## src/qsd_pkg.sv

```systemverilog
// Shared types, constants and tables for the QOA slice decoder.
// No dependencies; imported by every module of the block.
package qsd_pkg;

  // Block sizing
  localparam int CHANNELS          = 2;
  localparam int SAMPLES_PER_SLICE = 20;
  localparam int LMS_TAPS          = 4;
  localparam int PRED_SHIFT        = 13;
  localparam int Q_DEPTH           = 2;

  localparam int CH_IDX_W   = (CHANNELS > 1) ? $clog2(CHANNELS) : 1;
  localparam int STEP_W     = $clog2(SAMPLES_PER_SLICE);
  localparam int CODE_BITS  = 3 * SAMPLES_PER_SLICE;
  localparam int Q_PTR_W    = (Q_DEPTH > 1) ? $clog2(Q_DEPTH) : 1;
  localparam int Q_CNT_W    = $clog2(Q_DEPTH + 1);

  // Request kinds
  typedef enum logic {
    REQ_LOAD   = 1'b0,
    REQ_DECODE = 1'b1
  } req_t;

  // One queued request word
  typedef struct packed {
    req_t        kind;
    logic        ch;
    logic [63:0] slice_word;
    logic [63:0] history_word;
    logic [63:0] weights_word;
  } qsd_entry_t;

  // Dequantization scale, round((s+1)^2.75)
  function automatic logic [11:0] scale_of(input logic [3:0] idx);
    logic [11:0] v;
    case (idx)
      4'd0:    v = 12'd1;
      4'd1:    v = 12'd7;
      4'd2:    v = 12'd21;
      4'd3:    v = 12'd45;
      4'd4:    v = 12'd84;
      4'd5:    v = 12'd138;
      4'd6:    v = 12'd211;
      4'd7:    v = 12'd304;
      4'd8:    v = 12'd421;
      4'd9:    v = 12'd562;
      4'd10:   v = 12'd731;
      4'd11:   v = 12'd928;
      4'd12:   v = 12'd1157;
      4'd13:   v = 12'd1419;
      4'd14:   v = 12'd1715;
      default: v = 12'd2048;
    endcase
    return v;
  endfunction

  // Residual multiplier in quarter units: 0.75, 2.5, 4.5, 7
  function automatic logic [4:0] quarter_of(input logic [1:0] sel);
    logic [4:0] v;
    case (sel)
      2'd0:    v = 5'd3;
      2'd1:    v = 5'd10;
      2'd2:    v = 5'd18;
      default: v = 5'd28;
    endcase
    return v;
  endfunction

endpackage

```

## src/qsd_front.sv

```systemverilog
// Front end of the QOA slice decoder: input handshake, channel range check
// and a short request queue toward the back end. Depends on qsd_pkg.
module qsd_front
  import qsd_pkg::*;
(
  input  logic        clk,
  input  logic        rst,
  input  logic        in_valid,
  output logic        in_ready,
  input  logic        req_type,
  input  logic        channel,
  input  logic [63:0] slice_word,
  input  logic [63:0] history_word,
  input  logic [63:0] weights_word,
  output logic        q_valid,
  input  logic        q_pop,
  output qsd_entry_t  q_head
);

  qsd_entry_t         entries [Q_DEPTH];
  logic [Q_PTR_W-1:0] wr_ptr;
  logic [Q_PTR_W-1:0] rd_ptr;
  logic [Q_CNT_W-1:0] count;

  logic ch_ok;
  logic push;
  logic pop;

  // Words for a channel outside the configured set are taken and dropped
  assign ch_ok    = (32'(channel) < CHANNELS);
  assign in_ready = (count != Q_CNT_W'(Q_DEPTH));
  assign push     = in_valid && in_ready && ch_ok;
  assign pop      = q_pop && q_valid;
  assign q_valid  = (count != '0);
  assign q_head   = entries[rd_ptr];

  // Queue storage
  always_ff @(posedge clk) begin
    if (push) begin
      entries[wr_ptr] <= '{kind: req_t'(req_type), ch: channel, slice_word: slice_word,
                           history_word: history_word, weights_word: weights_word};
    end
  end

  // Queue pointers and fill count
  always_ff @(posedge clk) begin
    if (rst) begin
      wr_ptr <= '0;
      rd_ptr <= '0;
      count  <= '0;
    end else begin
      if (push) begin
        wr_ptr <= (wr_ptr == Q_PTR_W'(Q_DEPTH - 1)) ? '0 : wr_ptr + 1'b1;
      end
      if (pop) begin
        rd_ptr <= (rd_ptr == Q_PTR_W'(Q_DEPTH - 1)) ? '0 : rd_ptr + 1'b1;
      end
      case ({push, pop})
        2'b10:   count <= count + 1'b1;
        2'b01:   count <= count - 1'b1;
        default: count <= count;
      endcase
    end
  end

endmodule

```

## config.mk

```make
export PLATFORM = sky130hd
export DESIGN_NAME = qsd_front
export DESIGN_NICKNAME = d
export VERILOG_FILES = /design/src/qsd_pkg.sv /design/src/qsd_front.sv
export SDC_FILE = /design/constraint.sdc
export NUM_CORES = 1
export LEC_CHECK = 0
export BUFFER_PORTS_ARGS = -buffer_cell sky130_fd_sc_hd__buf_2
export CORE_ASPECT_RATIO = 1.5
export CORE_UTILIZATION = 47
export DETAILED_ROUTE_END_ITERATION = 10
export GPL_TIMING_DRIVEN = 0
export MAX_ROUTING_LAYER = met4
export PLACE_DENSITY = 0.73
export SYNTH_ARGS = -nofsm -noshare
export SYNTH_HDL_FRONTEND = slang
export SYNTH_SLANG_ARGS = --single-unit
```

## constraint.sdc

```tcl
create_clock -name clk -period 7.7 [get_ports clk]
set_input_delay 0.385 -clock clk [delete_from_list [all_inputs] [get_ports clk]]
set_output_delay 0.385 -clock clk [all_outputs]
set_load 0.03 [all_outputs]
```

## Yosys cells after proc, flatten, opt, wreduce, memory -nomap -nowiden

Memory sizes are Yosys's and may differ from the RTL's. A register that Yosys moved wholly into a read port is not among the register bits.
Cells that the tools add are included.

| word-level totals | value |
|---|---|
| output and inout bits | 196 |
| bits in writable memories | 388 |
| register bits | 4 |
| input port bits | 198 |
| memories | 1 |
| logic and storage cells | 22 |

| operators by class | value |
|---|---|
| $add $sub $neg | 4 |
| equality and inequality tests | 3 |
| reduce and logical (&&, ||, !) cells | 4 |
| mux-type cells | 7 |

Memories:

| name | words | bits a word | rd ports | clocked after memory_dff | wr ports | line | source |
|---|---|---|---|---|---|---|---|
| entries | 2 | 194 | 1 | 1 | 1 | qsd_front.sv:20 | `qsd_entry_t entries [Q_DEPTH];` |

Operator list:

| kind | count |
|---|---|
| $mux W1 | 6 |
| $pmux W2 S2 | 1 |
| $reduce_bool A2 Y1 | 2 |
| $add A1 B1 Y1 const B | 2 |
| $add A2 B1 Y2 const B | 1 |
| $eq A2 B1 Y1 const B | 1 |
| $eq A2 B2 Y1 const B | 1 |
| $logic_and A1 B1 Y1 | 2 |
| $ne A2 B2 Y1 const B | 1 |
| $sub A2 B1 Y2 const B | 1 |

## Longest topological paths before layout

Gate-level depths: netlist of run 1.

| depth | value |
|---|---|
| depth in word-level cells | 4 |
| gate-level depth with buffers | 6 |

## Worst setup path after synthesis of run 1

No wires, ideal clock.

| timing path | value |
|---|---|
| path kind | reg-to-reg |
| start point | register count[0] |
| end point | memory entries[1][0] in the netlist's numbering, enable pin |
| data arrival time | 5314 ps |
| cell stages (with the launch flop) | 3 |
| clock period less this slack | 5894 ps |
| required time | 7120 ps |
| slack | 1806 ps |
| path buffers | 0 |
| path through | dfxtp_1 > nand2b_1 > and3_1 |

| on the way | value |
|---|---|
| longest elaborated chain between the ends | 4 |

Ends and longest elaborated chain:

| item | line | source |
|---|---|---|
| start: declaration | qsd_front.sv:23 | `logic [Q_CNT_W-1:0] count;` |
| start signal: assignment | qsd_front.sv:59 | `2'b10: count <= count + 1'b1;` |
| start signal: assignment | qsd_front.sv:60 | `2'b01: count <= count - 1'b1;` |
| start signal: assignment | qsd_front.sv:61 | `default: count <= count;` |
| $ne A2 B2 Y1 | qsd_front.sv:31 | `assign in_ready = (count != Q_CNT_W'(Q_DEPTH));` |
| via in_ready | qsd_front.sv:9 | `output logic in_ready,` |
| $logic_and A1 B1 Y1 | qsd_front.sv:32 | `assign push = in_valid && in_ready && ch_ok;` |
| $mux W1 | qsd_front.sv:39 | `if (push) begin` |
| $mux W1 (implied by the code) | qsd_front.sv:40 | `entries[wr_ptr] <= '{kind: req_t'(req_type), ch: channel, slice_word: slice_word,` |
| end: declaration | qsd_front.sv:20 |  |

The timed path passes the listed nets, and every way through them passes these cells.

==> results of run 1 <==
-- synth_stat cells --
library cell,instances
and3_1,1
inv_1,1
o21ai_0,1
o21a_1,1
xnor2_1,2
nand2_1,1
xor2_1,1
buf_2,4
a21bo_2,1
edfxtp_1,388
nor2_1,3
nand3b_1,1
dfxtp_1,5
buf_6,18
a21oi_1,2
ha_1,1
or2_2,1
or3_1,1
mux2_2,194
nand2b_1,1
-- per-layer routing --
layer	wire length (µm)	track usage	up-vias
li1	-	-	3396
met2	16300	0.344	284
met3	1960	0.0410	72
met4	1400	0.114	0
met5	0	-	-
met1	9500	0.180	3608
-- area by class of cell --
class                           instances  area, µm²
Inverter                                1       11.3
Clock inverter                         18        131
Timing Repair Buffer                  397       2080
Fill cell                            2267      11700
Buffer                                 22        223
Tap cell                              395        494
Sequential cell                       393      11800
Antenna cell                           12       30.0
Clock buffer                           43        948
Multi-Input combinational cell        212       2310
-- path summary, 6_finish.rpt --
path | depth (start not counted) | from | endpoint
min | 1 | history_word[47] | entries[1][111]
min reg2reg | 2 | count[1] | count[1]
max | 5 | flop | q_head[92]
max reg2reg | 4 | count[0] | entries[0][117]
-- worst max-delay path, cell delays in order (launching register included) --
cell	delay [ns]
dfxtp_1	0.30
buf_2	0.19
buf_6	0.24
buf_6	0.19
mux2_2	0.36
buf_2	0.20
-- cells by family (layout without fill, tap and decap cells) --
logic type | count (synthesis) | after routing
AO/OA/AOI/OAI | 5 | 5
XOR/XNOR | 3 | 3
adder cells (fa/ha/maj) | 1 | 1
buffers and inverters | 23 | 481
flip-flops | 393 | 393
multiplexers | 194 | 194
other | 0 | 12
AND/OR/NAND/NOR | 9 | 9
-- stage by stage --
| step | std cells | TNS [ns] | hold slack, ns | setup slack, ns | total power, µW |
|---|---|---|---|---|---|
| 2_1_floorplan | 628 | 0 | 0.454 | 1.81 | 4390 |
| 3_3_place_gp | 1416 | -83.34 | 0.499 | -0.455 | 5020 |
| 3_5_place_dp | 1420 | 0 | 0.506 | 5.36 | 4980 |
| 4_1_cts | 1481 | 0 | 0.0301 | 5.25 | 6640 |
| 5_1_grt | 1493 | 0 | 0.0326 | 5.20 | 6820 |
| 6_report | 1493 | 0 | 0.0558 | 5.31 | 6560 |
-- state kept, by name, summed over array words and instances (netlist names), named ones only --
signal / flops
count: 2
wr_ptr: 1
rd_ptr: 1
entries: 388
-- where the power goes --
part           switching [µW]  leakage [µW]  internal [µW]
Sequential               61.9       0.00367           2700
Combinational            1400       0.00248            752
Clock                     711      0.000531            942
Total                    2170       0.00669           4390
==> impl_metrics.json, run 1 <==
{
  "cts_resized": 0,
  "fin_worst_skew_ns": 0.00783,
  "synth_top_family_by_area": "multiplexers",
  "die_w_um": 144,
  "synth_top_area_share": 0.816,
  "layout.nets": 1262,
  "drtPass1Iterations": 4,
  "status": "complete, no violations",
  "ant_nets": 0,
  "yosysSeqAreaShare": 0.823,
  "finalSetupViolations": 0,
  "grt_use_total": 0.190,
  "grt_antenna_before_repair": 12,
  "synthXorXnorAreaFrac": 0.00184,
  "ctsLongestPathBuffers": 3,
  "post-route-drc-count": 0,
  "synth_nets": 827,
  "ys.warnings.count": 0,
  "worstSetupPathType": "reg -> out",
  "first_global_vias": 7812,
  "synth-adder-area-share": 0.000876,
  "area_growth_syn_to_layout_pct": 25.9,
  "r2r_setup_slack_ns": 5.39,
  "critical_path_peak_fanout": 10,
  "syn_area_per_cell_um2": 22.7,
  "wl_per_cell_um": 19.5,
  "muxShareOfSynthArea": 0.153,
  "root_buffer": "clkbuf_16",
  "final_area_mm2": 0.0180,
  "hold_viol_final": 0,
  "synthTopCellsByArea": "edfxtp_1 82%, mux2_2 15%, buf_6 1.4%",
  "routed_via_density": 4.93,
  "fp.dieArea_mm2": 0.0311,
  "maxCapViolCount": 0,
  "clkTransAtPathRegs_ns": 0.06,
  "numCtsBuffers": 36,
  "routed_wl_mm": 29.2,
  "synth-compound-area-share": 0.00228,
  "rsz0062_at_grt": "no",
  "p_leak_uw": 0.00669,
  "syn_area_mm2": 0.0143,
  "relSlewSlack": 0.579,
  "min_period_ns": 2.39,
  "drv_slew": 0,
  "required_ns": 7.32,
  "fin_util": 0.606,
  "clock-sinks": 393,
  "syn_inst": 628,
  "start_util": 0.481,
  "clk_latency_ns": 0.51,
  "hold_buffers": 0,
  "synth-seq-cells": 393,
  "cts.htree.levels": 2,
  "grt_pass1_wl_mm": 42.0,
  "ys_types": 20,
  "vdd_ir_drop_max_v": 0.000380,
  "min_path_type": "in -> reg",
  "drt_iter0_markers": 331,
  "p_per_area_mw_per_mm2": 365,
  "start_kind": "flop",
  "final_cell_mix": "397 x buf_2, 388 x edfxtp_1, 194 x mux2_2",
  "grt_max_degree": 120,
  "yosysTopAreaCell": "edfxtp_1",
  "arrival_ns": 2.01,
  "place_area_mm2": 0.0169,
  "gp_congestion": 0.787,
  "dieHeight_um": 215,
  "port_buffers": 393,
  "ios": 394,
  "tightest_slew_ns": 0.632,
  "drive_above_1_share": 0.610,
  "synthSimpleGateAreaFrac": 0.00333,
  "critPathCaptureType": "primary output",
  "cts_tree": "done",
  "post-cts-setup-buffers": 0,
  "layout_commonest_cell": "buf_2",
  "core_mm2": 0.0297,
  "hpwl_mm": 20.3,
  "grt_overflow": 0,
  "fmax_mhz": 418,
  "timing.final.crit_share": 0.310,
  "num_vias": 7360,
  "fp-row-count": 77
}
(Power assumes the default switching activity.)
==> inputs of run 2 (changes only) <==
==> constraint.sdc (replaced) <==
create_clock -name clk -period 2.5 [get_ports clk]
set_input_delay 0.125 -clock clk [delete_from_list [all_inputs] [get_ports clk]]
set_output_delay 0.125 -clock clk [all_outputs]
set_load 0.03 [all_outputs]
==> impl_metrics.json, run 2 (synthesized netlist as in run 1, its figures left out) <==
{
  "maxCapViolCount": 0,
  "cpMaxStageDelayCell": "clkinvlp_4",
  "pre_cts_ws_ns": 0.223,
  "reg_top3": "entries x388, count x2",
  "start_util": 0.481,
  "routed_via_density": 4.92,
  "arrival_ns": 2.60,
  "root_buffer": "clkbuf_16",
  "fp-row-count": 77,
  "place_area_mm2": 0.0169,
  "fin_worst_skew_ns": 0.00640,
  "start_kind": "flop",
  "worstSetupPathType": "reg -> reg",
  "layout_commonest_cell": "buf_2",
  "min_period_ns": 2.35,
  "wl_per_cell_um": 19.7,
  "port_buffers": 393,
  "hold_viol_final": 0,
  "grt_max_degree": 66,
  "relSlewSlack": 0.501,
  "cp_cell_sequence": "nand2b_4 -> nand3b_1 -> clkinvlp_4 -> buf_12 -> buf_12",
  "p_clk_frac": 0.251,
  "critical_path.max_stage_delay_ns": 0.64,
  "layout.nets": 1462,
  "worst_slack_ns": 0.147,
  "status": "complete, no violations",
  "p_per_area_mw_per_mm2": 1040,
  "critPathCaptureType": "flop",
  "largest-register": "entries",
  "drive_above_1_share": 0.520,
  "place_inst": 1424,
  "path_common_cell": "buf_12",
  "grt_antenna_before_repair": 1,
  "final_cell_mix": "397 x buf_2, 388 x edfxtp_1, 196 x dlygate4sd3_1",
  "rsz0062_at_grt": "no",
  "tightest_slew_ns": 0.747,
  "fmax_mhz": 425,
  "finalSetupViolations": 0,
  "post-cts-setup-buffers": 0,
  "grt_pass1_wl_mm": 49.1,
  "clkTransAtPathRegs_ns": 0.06,
  "ant_nets": 0,
  "net-switching-power_uw": 6900,
  "core_mm2": 0.0297,
  "fp.dieArea_mm2": 0.0311,
  "final_area_mm2": 0.0200,
  "combPwrFrac": 0.339,
  "ctsLongestPathBuffers": 3,
  "post-route-drc-count": 0,
  "switching_share": 0.332,
  "path_delay_family": "buffers and inverters",
  "drtPass1Iterations": 4,
  "cts.htree.levels": 2,
  "required_ns": 2.74,
  "cp_num_buf_inv": 3,
  "gp_congestion": 0.804,
  "first_global_vias": 9177,
  "drv_slew": 0,
  "p_leak_uw": 0.00754,
  "clock-sinks": 393,
  "die_w_um": 144,
  "largest_reg_flops": 388,
  "grt_use_total": 0.219,
  "drt_iter0_markers": 380,
  "dieHeight_um": 215,
  "finalPower_uw": 20800,
  "fin_cells": 1680,
  "numCtsBuffers": 36,
  "ios": 394,
  "area_growth_syn_to_layout_pct": 40.0,
  "cts_tree": "done",
  "num_vias": 8273,
  "timing.final.crit_share": 0.941,
  "seqPwrFrac": 0.410,
  "hpwl_mm": 20.3,
  "vdd_ir_drop_max_v": 0.000914,
  "routed_wl_mm": 33.1,
  "min_path_type": "in -> reg",
  "grt_overflow": 0,
  "p_int_uw": 13900,
  "clk_latency_ns": 0.50,
  "critical_path_peak_fanout": 41
}
[run 2: per-stage QoR]
stage / TNS, ns / hold slack (ns) / util
finish: 0 / 0.0612 / 0.674
global route: 0 / 0.0625 / 0.674
CTS: 0 / 0.0300 / 0.674
detailed placement: 0 / 0.316 / 0.571
global placement: -1002.64 / 0.313 / 0.565
floorplan: -461.92 / 0.190 / -
[run 2: worst paths after layout]
| check | end | slack, ns | cells after the start | start |
|---|---|---|---|---|
| max | entries[0][120] | 0.15 | 5 | count[1] |
| min | flop | 0.06 | 4 | q_pop |
| max reg2reg | entries[0][120] | 0.15 | 5 | count[1] |
| min reg2reg | flop | 0.55 | 2 | rd_ptr |
[run 2: area by class of cell]
| type | instances | area (µm²) |
|---|---|---|
| Tap cell | 395 | 494 |
| Sequential cell | 393 | 11800 |
| Clock inverter | 16 | 145 |
| Buffer | 22 | 223 |
| Timing Repair Buffer | 597 | 4110 |
| Antenna cell | 1 | 2.50 |
| Fill cell | 1938 | 9670 |
| Clock buffer | 43 | 948 |
| Multi-Input combinational cell | 212 | 2320 |
| Inverter | 1 | 7.51 |
[run 2: power by group through the flow]
stage               logic (µW)  registers, µW  clock network (µW)
finish                    7050           8530                5210
global route              7400           8600                5550
CTS                       7040           8510                5300
detailed placement        6740           8650                   0
global placement          6570           8770                   0
floorplan                 4780           8680                   0
[run 2: timing repair]
action,4_1_cts,5_1_grt
resized for setup,0,0
hold buffers,196,0
endpoints found under the hold margin,393,0
[run 2: tightest hold or removal path, cell delays in order]
cell	delay (ns)
buf_2	0.09
o21a_1	0.15
xnor2_1	0.09
nor2_1	0.08
[run 2: metal layers]
layer,global-route usage,routed length [µm],share of wire
met1,0.213,11000,0.33
met2,0.401,18500,0.56
met3,0.0430,1980,0.060
met4,0.112,1650,0.050
met5,-,0,0
